File: config.mk
export PLATFORM = sky130hd
export DESIGN_NAME = periodic_task_tick_scheduler_flat
export DESIGN_NICKNAME = d
export VERILOG_FILES = /design/src/rtl/tts_pkg.sv /design/src/rtl/tts_if.sv /design/src/rtl/periodic_task_tick_scheduler.sv /design/src/rtl/tts_seq.sv /design/src/flat_wrapper.sv
export SDC_FILE = /design/constraint.sdc
export NUM_CORES = 1
export LEC_CHECK = 0
export ABC_AREA = 1
export ABC_CLOCK_PERIOD_IN_PS = 11060
export BUFFER_PORTS_ARGS = -buffer_cell sky130_fd_sc_hd__buf_2
export CAP_MARGIN = 20
export CORE_ASPECT_RATIO = 0.6
export CORE_MARGIN = 5
export CORE_UTILIZATION = 60
export DETAILED_ROUTE_END_ITERATION = 10
export GPL_ROUTABILITY_DRIVEN = 0
export GPL_TIMING_DRIVEN = 0
export HOLD_SLACK_MARGIN = 0.08
export PLACE_DENSITY_LB_ADDON = 0.05
export SYNTH_ARGS = -nofsm -noshare
export SYNTH_HDL_FRONTEND = slang
export SYNTH_HIERARCHICAL = 1
export SYNTH_SLANG_ARGS = --single-unit
File: constraint.sdc
create_clock -name clk -period 11.06 [get_ports clk]
set_input_delay 2.212 -clock clk [delete_from_list [all_inputs] [get_ports clk]]
set_output_delay 2.212 -clock clk [all_outputs]
set_load 0.02 [all_outputs]
File: src/rtl/tts_pkg.sv
package tts_pkg;

  localparam int TASK_SLOTS = 8;
  localparam int COUNT_BITS = 16;
  localparam int SLOT_BITS  = (TASK_SLOTS > 1) ? $clog2(TASK_SLOTS) : 1;

  typedef enum logic [2:0] {
    OP_CREATE  = 3'd0,
    OP_DELETE  = 3'd1,
    OP_SUSPEND = 3'd2,
    OP_RESUME  = 3'd3,
    OP_TICK    = 3'd4
  } op_t;

  typedef enum logic [1:0] {
    ST_OK    = 2'd0,
    ST_RANGE = 2'd1,
    ST_BUSY  = 2'd2
  } status_t;

  // microprogram addresses
  typedef enum logic [2:0] {
    S_WAIT   = 3'd0,
    S_DECODE = 3'd1,
    S_CREATE = 3'd2,
    S_DELETE = 3'd3,
    S_FLAG   = 3'd4,
    S_TICK   = 3'd5,
    S_RESP   = 3'd6
  } step_t;

  typedef enum logic [2:0] {
    A_LATCH,
    A_DECODE,
    A_CREATE,
    A_DELETE,
    A_FLAG,
    A_TICK,
    A_RESP
  } action_t;

  typedef enum logic [2:0] {
    C_ACCEPT,  // hold until a request is taken
    C_OP,      // dispatch on operation
    C_JUMP,
    C_LOOP,    // back to target until last slot
    C_OUT      // hold until the output register is free
  } cond_t;

  typedef struct packed {
    action_t action;
    cond_t   cond;
    step_t   target;
    logic    in_ready;
  } uword_t;

  typedef struct packed {
    logic       accept;
    logic [2:0] operation;
    logic       slot_ok;
    logic       last;
    logic       out_free;
  } seq_flags_t;

  typedef struct packed {
    step_t   step;
    action_t action;
    logic    in_ready;
  } ctrl_t;

  function automatic uword_t urom(step_t addr);
    uword_t w;
    case (addr)
      S_WAIT:   w = '{action: A_LATCH,  cond: C_ACCEPT, target: S_WAIT, in_ready: 1'b1};
      S_DECODE: w = '{action: A_DECODE, cond: C_OP,     target: S_WAIT, in_ready: 1'b0};
      S_CREATE: w = '{action: A_CREATE, cond: C_JUMP,   target: S_RESP, in_ready: 1'b0};
      S_DELETE: w = '{action: A_DELETE, cond: C_JUMP,   target: S_RESP, in_ready: 1'b0};
      S_FLAG:   w = '{action: A_FLAG,   cond: C_JUMP,   target: S_RESP, in_ready: 1'b0};
      S_TICK:   w = '{action: A_TICK,   cond: C_LOOP,   target: S_TICK, in_ready: 1'b0};
      S_RESP:   w = '{action: A_RESP,   cond: C_OUT,    target: S_WAIT, in_ready: 1'b0};
      default:  w = '{action: A_LATCH,  cond: C_JUMP,   target: S_WAIT, in_ready: 1'b0};
    endcase
    return w;
  endfunction

endpackage

File: src/rtl/tts_if.sv
interface tts_req_if;
  logic        valid;
  logic        ready;
  logic [2:0]  operation;
  logic [3:0]  slot;
  logic [15:0] period;
  logic [15:0] first_delay;
  logic        start_ready;

  modport source (output valid, operation, slot, period, first_delay, start_ready,
                  input ready);
  modport sink (input valid, operation, slot, period, first_delay, start_ready,
                output ready);
endinterface

interface tts_rsp_if;
  logic       valid;
  logic       ready;
  logic [1:0] status;
  logic [7:0] fired_mask;

  modport source (output valid, status, fired_mask, input ready);
  modport sink (input valid, status, fired_mask, output ready);
endinterface

File: src/rtl/periodic_task_tick_scheduler.sv
// channel | dir | payload
// req     | in  | operation, slot, period, first_delay, start_ready
// rsp     | out | status, fired_mask
//
// A command runs through the decode step, its command step and the response step that loads the result register.
// An out-of-range slot or an unused operation goes from decode straight to the response step.
// A tick walks all TASK_SLOTS slots, one slot per cycle through the shared update, before the response step.
// The microprogram sequencer accepts one request at a time; req.ready is low during reset.
// Synchronous reset clears the task table, sequencer and output valid.
// A stalled result holds the sequencer in its response step.
module periodic_task_tick_scheduler (
  input logic clk,
  input logic rst,
  tts_req_if.sink   req,
  tts_rsp_if.source rsp
);
  import tts_pkg::*;

  localparam int CB = COUNT_BITS;
  localparam int SB = SLOT_BITS;

  ctrl_t      ctrl;
  seq_flags_t flags;

  logic [2:0]      req_op;
  logic [3:0]      req_slot;
  logic [CB-1:0]   req_period;
  logic [CB-1:0]   req_delay;
  logic            req_rdy;

  logic [SB-1:0]         idx;
  status_t               status;
  logic [TASK_SLOTS-1:0] fired;

  logic [CB-1:0] period_store    [TASK_SLOTS];
  logic [CB-1:0] countdown_store [TASK_SLOTS];
  logic [TASK_SLOTS-1:0] ready_flags;

  logic       out_valid;
  status_t    out_status;
  logic [7:0] out_fired;

  logic          accept;
  logic          slot_ok;
  logic          last;
  logic          out_free;
  logic [CB-1:0] cur_per;
  logic [CB-1:0] cur_cnt;
  logic [CB-1:0] dec;
  logic          active;

  tts_seq u_seq (
    .clk   (clk),
    .rst   (rst),
    .flags (flags),
    .ctrl  (ctrl)
  );

  assign accept   = req.valid && req.ready;
  assign slot_ok  = ({1'b0, req_slot} < 5'(TASK_SLOTS));
  assign last     = (idx == SB'(TASK_SLOTS - 1));
  assign out_free = !out_valid || rsp.ready;
  assign flags    = '{accept: accept, operation: req_op, slot_ok: slot_ok,
                      last: last, out_free: out_free};

  assign req.ready = ctrl.in_ready && !rst;

  assign cur_per = period_store[idx];
  assign cur_cnt = countdown_store[idx];
  assign dec     = cur_cnt - CB'(1);
  assign active  = (cur_per != '0) && ready_flags[idx];

  always_ff @(posedge clk) begin
    case (ctrl.action)
      A_LATCH: begin
        if (accept) begin
          req_op     <= req.operation;
          req_slot   <= req.slot;
          req_period <= CB'(req.period);
          req_delay  <= CB'(req.first_delay);
          req_rdy    <= req.start_ready;
        end
      end
      A_DECODE: begin
        fired <= '0;
        if (req_op == OP_TICK) begin
          idx <= '0;
        end else begin
          idx <= req_slot[SB-1:0];
        end
        if ((req_op inside {OP_CREATE, OP_DELETE, OP_SUSPEND, OP_RESUME}) && !slot_ok) begin
          status <= ST_RANGE;
        end else begin
          status <= ST_OK;
        end
      end
      A_CREATE: begin
        if (cur_per != '0) status <= ST_BUSY;
      end
      A_TICK: begin
        if (active && dec == '0) fired[idx] <= 1'b1;
        if (!last) idx <= idx + SB'(1);
      end
      default: ;
    endcase
  end

  always_ff @(posedge clk) begin
    if (rst) begin
      for (int i = 0; i < TASK_SLOTS; i++) begin
        period_store[i]    <= '0;
        countdown_store[i] <= '0;
      end
      ready_flags <= '0;
    end else begin
      case (ctrl.action)
        A_CREATE: begin
          if (cur_per == '0) begin
            period_store[idx]    <= req_period;
            countdown_store[idx] <= (req_delay == '0) ? CB'(1) : req_delay;
            ready_flags[idx]     <= req_rdy;
          end
        end
        A_DELETE: period_store[idx] <= '0;
        A_FLAG:   ready_flags[idx] <= (req_op == OP_RESUME);
        A_TICK: begin
          if (active) countdown_store[idx] <= (dec == '0) ? cur_per : dec;
        end
        default: ;
      endcase
    end
  end

  always_ff @(posedge clk) begin
    if (rst) begin
      out_valid <= 1'b0;
    end else if (ctrl.action == A_RESP && out_free) begin
      out_valid <= 1'b1;
    end else if (rsp.ready) begin
      out_valid <= 1'b0;
    end
  end

  always_ff @(posedge clk) begin
    if (ctrl.action == A_RESP && out_free) begin
      out_status <= status;
      out_fired  <= 8'(fired);
    end
  end

  assign rsp.valid      = out_valid;
  assign rsp.status     = out_status;
  assign rsp.fired_mask = out_fired;

  a_accept_decode: assert property (@(posedge clk) disable iff (rst)
    (req.valid && req.ready) |=> (ctrl.step == S_DECODE))
    else $error("accepted request not decoded");

  a_tick_walk: assert property (@(posedge clk) disable iff (rst)
    (ctrl.step == S_TICK && !last) |=> (ctrl.step == S_TICK && idx == $past(idx) + SB'(1)))
    else $error("tick walk skipped a slot");

  a_fire_ok: assert property (@(posedge clk) disable iff (rst)
    rsp.valid |-> (rsp.fired_mask == 8'd0 || rsp.status == ST_OK))
    else $error("fired mask with error status");

  a_busy_pc: assert property (@(posedge clk) disable iff (rst)
    (ctrl.step == S_RESP && !out_free) |=> (ctrl.step == S_RESP))
    else $error("result dropped while output stalled");

endmodule

File: src/rtl/tts_seq.sv
module tts_seq (
  input  logic                clk,
  input  logic                rst,
  input  tts_pkg::seq_flags_t flags,
  output tts_pkg::ctrl_t      ctrl
);
  import tts_pkg::*;

  step_t  pc;
  step_t  pc_next;
  uword_t uw;
  logic   is_cmd;

  assign uw     = urom(pc);
  assign is_cmd = flags.operation inside {OP_CREATE, OP_DELETE, OP_SUSPEND, OP_RESUME};

  always_ff @(posedge clk) begin
    if (rst) begin
      pc <= S_WAIT;
    end else begin
      pc <= pc_next;
    end
  end

  always_comb begin
    pc_next = pc;
    case (uw.cond)
      C_ACCEPT: begin
        if (flags.accept) pc_next = step_t'(pc + 3'd1);
      end
      C_OP: begin
        if (is_cmd && !flags.slot_ok) begin
          pc_next = S_RESP;
        end else begin
          case (flags.operation)
            OP_CREATE:             pc_next = S_CREATE;
            OP_DELETE:             pc_next = S_DELETE;
            OP_SUSPEND, OP_RESUME: pc_next = S_FLAG;
            OP_TICK:               pc_next = S_TICK;
            default:               pc_next = S_RESP;
          endcase
        end
      end
      C_JUMP: pc_next = uw.target;
      C_LOOP: begin
        pc_next = flags.last ? step_t'(pc + 3'd1) : uw.target;
      end
      C_OUT: begin
        if (flags.out_free) pc_next = uw.target;
      end
      default: pc_next = S_WAIT;
    endcase
  end

  assign ctrl = '{step: pc, action: uw.action, in_ready: uw.in_ready};

endmodule

File: src/flat_wrapper.sv
// flat-port wrapper written by rule: the top's interface ports become plain ports
module periodic_task_tick_scheduler_flat import tts_pkg::*;
  (clk, rst, req_valid, req_operation, req_slot, req_period, req_first_delay, req_start_ready, req_ready, rsp_valid, rsp_status, rsp_fired_mask, rsp_ready);
  tts_req_if req_i ();
  tts_rsp_if rsp_i ();
  input logic clk;
  input logic rst;
  input wire logic [$bits(req_i.valid)-1:0] req_valid;
  input wire logic [$bits(req_i.operation)-1:0] req_operation;
  input wire logic [$bits(req_i.slot)-1:0] req_slot;
  input wire logic [$bits(req_i.period)-1:0] req_period;
  input wire logic [$bits(req_i.first_delay)-1:0] req_first_delay;
  input wire logic [$bits(req_i.start_ready)-1:0] req_start_ready;
  output wire logic [$bits(req_i.ready)-1:0] req_ready;
  output wire logic [$bits(rsp_i.valid)-1:0] rsp_valid;
  output wire logic [$bits(rsp_i.status)-1:0] rsp_status;
  output wire logic [$bits(rsp_i.fired_mask)-1:0] rsp_fired_mask;
  input wire logic [$bits(rsp_i.ready)-1:0] rsp_ready;
  assign req_i.valid = req_valid;
  assign req_i.operation = req_operation;
  assign req_i.slot = req_slot;
  assign req_i.period = req_period;
  assign req_i.first_delay = req_first_delay;
  assign req_i.start_ready = req_start_ready;
  assign req_ready = req_i.ready;
  assign rsp_valid = rsp_i.valid;
  assign rsp_status = rsp_i.status;
  assign rsp_fired_mask = rsp_i.fired_mask;
  assign rsp_i.ready = rsp_ready;
  periodic_task_tick_scheduler u_core (.clk(clk), .rst(rst), .req(req_i), .rsp(rsp_i));
endmodule
Word-level counts from Yosys, hierarchy flattened
Memories as Yosys holds them, arrays and structs flattened. A register that Yosys moved wholly into a read port is not among the register bits.
Cells that the tools add are included.
{ "word_totals": {"ram_bits": 256, "memories": 2, "ff_bits": 75, "elab_cells": 134} }
{ "classes": {"n_eq_ne": 27, "reduce_logical": 33, "add_sub_neg": 3, "magnitude_cmp": 3, "mux": 50, "bitwise": 3} }
{ "mem_list": {"columns": ["name", "depth", "width", "read_ports", "rd_ports_with_merged_regs", "write_ports", "line", "text"], "rows": [
  ["u_core.countdown_store", 8, 16, 1, 1, 8, "periodic_task_tick_scheduler.sv:36", "logic [CB-1:0] countdown_store [TASK_SLOTS];"],
  ["u_core.period_store", 8, 16, 1, 1, 8, "periodic_task_tick_scheduler.sv:35", "logic [CB-1:0] period_store [TASK_SLOTS];"]
]} }
{ "op_table": {"columns": ["cell", "n"], "rows": [
  ["16-bit 2-to-1 mux", 6],
  ["10-bit one-hot mux with 7 select lines", 1],
  ["16-bit logical NOT", 3],
  ["8-bit one-hot mux with 2 select lines", 2],
  ["16-bit OR reduction", 2],
  ["3-bit 2-to-1 mux", 10],
  ["3-bit equality test (second input constant)", 9],
  ["3-bit by 2-bit equality test with 1-bit output (second input constant)", 8],
  ["1-bit 2-to-1 mux", 20],
  ["8-bit bitwise mux", 2],
  ["8-bit 2-to-1 mux", 2],
  ["16-bit nonzero test", 1],
  ["16-bit by 1-bit subtractor with 16-bit output (second input constant)", 1],
  ["3-bit one-hot mux with 5 select lines", 1],
  ["3-bit by 1-bit equality test with 1-bit output (second input constant)", 4],
  ["3-bit logical NOT", 4],
  ["3-bit one-hot mux with 4 select lines", 1],
  ["2-bit AND reduction", 6],
  ["2-bit by 1-bit inequality test with 1-bit output (second input constant)", 5],
  ["8-bit OR", 1],
  ["2-bit nonzero test", 4],
  ["1-bit logical AND", 7],
  ["3-bit by 1-bit adder with 3-bit output (second input constant)", 2],
  ["3-bit one-hot mux with 2 select lines", 1],
  ["13 further kinds", 16]
]} }

Depth between registers and ports, before layout
{ "depth": {"depth_word": 10, "depth_mapped": 23, "ltp_nobuf": 20} }

Cells and area by module
The synthesis kept the hierarchy.
{ "by_module_without_submodules": {"columns": ["module", "area_each_um2", "cells_each", "instances"], "rows": [
  ["periodic_task_tick_scheduler", 15737.6, 1658, 1],
  ["tts_seq", 504.2, 87, 1]
]} }

Least setup slack after synthesis
Ideal clock, no wire load.
{ "synth_path": {"path_type": "in2reg", "start": "input rst", "end": "register u_core.req_delay[0] (enable)", "required_time_ns": 10.523, "t_arrival_ns": 6.493, "path_stages": 3, "slack_ns": 4.030, "path_cell_list": "nor2_1 > nand2_1 > nor4_1"} }
{ "synth_between": {"elab_chain_cells": 4} }
{ "synth_lines": {"columns": ["item", "line", "text"], "rows": [
  ["start, declared", "flat_wrapper.sv:7", "input logic rst;"],
  ["1-bit logical NOT", "periodic_task_tick_scheduler.sv:66", "assign req.ready = ctrl.in_ready && !rst;"],
  ["1-bit logical AND", "periodic_task_tick_scheduler.sv:66", null],
  ["1-bit logical AND", "periodic_task_tick_scheduler.sv:59", "assign accept = req.valid && req.ready;"],
  ["2-bit AND reduction (no source line)", null, null],
  ["end signal, assigned", "periodic_task_tick_scheduler.sv:80", "req_delay <= CB'(req.first_delay);"],
  ["end, declared", "periodic_task_tick_scheduler.sv:28", "logic [CB-1:0] req_delay;"]
]} }
No other way between the ends.
A chain may end at the register's enable or synchronous reset.

Worst setup path in the final report
{ "layout_path": {"start": "input rst", "end": "output req_ready"} }
{ "layout_between": {"elab_chain_cells": 2} }
{ "layout_lines": {"columns": ["item", "line", "text"], "rows": [
  ["1-bit logical NOT", "periodic_task_tick_scheduler.sv:66", null],
  ["1-bit logical AND", "periodic_task_tick_scheduler.sv:66", null],
  ["end, declared", "flat_wrapper.sv:14", "output wire logic [$bits(req_i.ready)-1:0] req_ready;"]
]} }
No other way between the ends.

==> reports/results.tsv <==
stage	metric	value	unit
detailed_routing	firstDrtPassIters	6	
clock_network	root_buffer	clkbuf_16	
yosys	synth_edf_count	319	
clock_network	clock-sinks	334	
critical_path	required	8850	ps
timing	worst_slew_pin_slew	1210	ps
placement	portBuffers	55	
yosys	synth_seq_cells	334	
layout	fin_area	0.0180	sq mm
power	p_leak	7.69	nW
clock_network	cts.repair.resized	0	
power	ir_drop	0.000169	V
clock_network	htree_num_levels	1	
detailed_routing	drt_wl_total	49900	microns
global_routing	grt_pass1_vias	12267	
timing	setup_violations	0	
detailed_routing	antenna_left	0	
clock_network	cts_hold_buf	0	
yosys	ys_seq_area_share	60.8	%
placement	dp_hpwl	34000	microns
global_routing	grt_max_degree	17	
timing	timing.fmax	204	MHz
yosys	syn_nets	1798	
yosys	syn_inst	1745	
clock_network	cts_tree	built	
timing	fin_tns_setup	0	ps
timing	fin_skew	27.8	ps
power	powerDensity	250	mW/mm^2
detailed_routing	drcViolationCount	0	
global_routing	grt_first_pass_wirelength	73700	microns
layout	drive_gt1_share	12.0	%
placement	placed_cell_area	0.0170	sq mm
critical_path	crit_chain	buf_2 -> nor2_1 -> buf_2	
critical_path	critical_path_class	in2out	
yosys	syn_area_per_cell	9.31	sq um
critical_path	cpMostUsedCell	buf_2	
floorplanning	initial_core_util	61.2	%
yosys	yosys-top-cells-area	edfxtp_1 59%, nand2_1 8.9%, nor2_1 8.4%	
yosys	async_flop_share	0	%
critical_path	cp-start-kind	primary input	
yosys	yosys-top-cells-count	384 x nand2_1, 363 x nor2_1, 319 x edfxtp_1	
critical_path	crit_buf_inv	2	
clock_network	clkLatencyLatePin	590	ps
yosys	synth_top_area_share	59.0	%
clock_network	cts_buffer_depth	3	
floorplanning	num_rows	46	
floorplanning	core	0.0265	sq mm
clock_network	clkTransAtPathRegs	70	ps
global_routing	antenna_found_initial	0	
status	status	finished clean	
yosys	yosys_warnings	6	
critical_path	path_delay_family	buffers and inverters	
yosys	yosys.area.top_type	edfxtp_1	
critical_path	cp_max_fo	7	
timing	timing_hold_violations_final	0	
yosys	netlist_area	0.0162	sq mm
layout	n_antenna_cell	0	
floorplanning	io_pins	56	
floorplanning	chipWidth	222	microns
critical_path	critPathCaptureType	output pin	
global_routing	gr-usage-met1	48.8	%
global_routing	gr-usage-all-layers	32.4	%
flow_run	maxCapViolCount	0	
detailed_routing	vias_per_cell	5.94	
global_routing	grt_overflow	0	
detailed_routing	vias	13220	
timing	relSlewSlack	18.4	%
global_routing	grt.busiest_layer	met1	
layout	syn2layout_area_growth	11.1	%
floorplanning	die-area	0.0306	sq mm
critical_path	cp_slowest_cell	buf_2	
critical_path	critical_path.max_stage_delay	180	ps
timing	fin_crit_sh	44.3	%
timing	finalMaxSlewViolations	0	
worst_hold_path	hp-class	reg2reg	
detailed_routing	first_iter_violations	2124	
yosys	synth-main-ff-cell	edfxtp_1	
layout	nets	1894	
clock_network	cts_inserted_buffers	31	
detailed_routing	wire_per_inst	22.5	microns
yosys	yosysUniqueCellTypes	41	
timing	rsz0062_at_grt	no	
timing	min_period	4900	ps
yosys	synth_most_common_cell	nand2_1	
clock_network	cts_setup_buffers	0	
global_routing	met2_usage	45.9	%
floorplanning	die_h	137	microns
critical_path	worstPathArrival	2690	ps
global_routing	grt_util_met3	10.2	%
through the flow:
stage / power [W] / std cells / utilization (%) / setup slack, ps / hold WS (ps)
global route: 0.00471 / 2224 / 68.0 / 6030 / 441
finish: 0.00451 / 2224 / 68.0 / 6160 / 420
floorplan: 0.00275 / 1745 / - / 4030 / 400
CTS: 0.00443 / 2222 / 67.9 / 6150 / 421
detailed placement: 0.00337 / 2166 / 64.1 / 6070 / 405
global placement: 0.00333 / 2160 / 63.9 / 2110 / 405
worst paths after layout:
path	from	to	slack, ps	cells past startpoint
worst max-delay path	rst	req_ready	6160	3
worst min-delay path	u_core/status[1]	u_core/rsp.status[1]	420	0
worst max register to register	flip-flop	u_core/countdown_store[4][9]	6160	15
worst min register to register	u_core/status[1]	u_core/rsp.status[1]	420	0
state kept, by name, summed over array words and instances, names as in the netlist, 4 cells and up, named ones only:
register	count
u_core/countdown_store	128
u_core/fired	8
u_core/period_store	128
u_core/ready_flags	8
u_core/req_delay	16
u_core/req_period	16
u_core/req_slot	4
u_core/rsp.fired_mask	8
power by group:
part,switching [W],internal [W]
sequential,0.0000419,0.00149
combinational,0.00142,0.000495
clock,0.000480,0.000584
placed cells by master, fill, tap and decap left out, types with 2 or more instances in the layout:
master and count:
nand3_2 4, o21ai_2 2, o21ai_1 10, nor2_4 4
inv_1 164, clkbuf_16 31, o22ai_1 15, clkinv_1 7
or2_2 12, ha_1 9, nand4_1 27, nor4_1 7
nand2_1 384, nor3_1 10, dfxtp_1 15, buf_4 16
buf_6 10, clkinv_2 6, clkbuf_1 19, nand2_2 12
clkinv_4 2, edfxtp_1 319, nand4_2 2, nor2_2 3
nor2_1 363, bufinv_16 3, nand3b_1 7, nand3_1 110
buf_1 3, o221ai_1 3, o21ai_0 92, buf_2 90
o211ai_1 4, clkinvlp_4 4, a21oi_1 66, nand2_4 11
inv_2 5, o21a_1 2
final cells by class:
| cell class | count | area (sq um) |
|---|---|---|
| well taps | 360 | 450 |
| flip-flops and latches | 334 | 9880 |
| repair buffers | 63 | 350 |
| clock inverters | 22 | 201 |
| clock buffers | 34 | 787 |
| fillers | 2155 | 8500 |
| inverters | 171 | 644 |
| plain buffers | 73 | 432 |
| multi-input cells | 1167 | 5290 |
cell families after synthesis:
family / count (synthesis) / synth area share [%]
XOR/XNOR: 1 / 0.0539
multiplexers: 1 / 0.0616
buffers and inverters: 244 / 6.63
adder cells (fa/ha/maj): 9 / 0.693
AO/OA/AOI/OAI: 197 / 6.46
AND/OR/NAND/NOR: 959 / 25.3
flip-flops: 334 / 60.8
metal layers:
layer  part of all wire [%]  up-vias
li1                       -     6010
met3                     16      112
met2                     40      921
met4                    2.8        0
met5                      0        -
met1                     41     6177
Power figures use the tool's default switching activity.
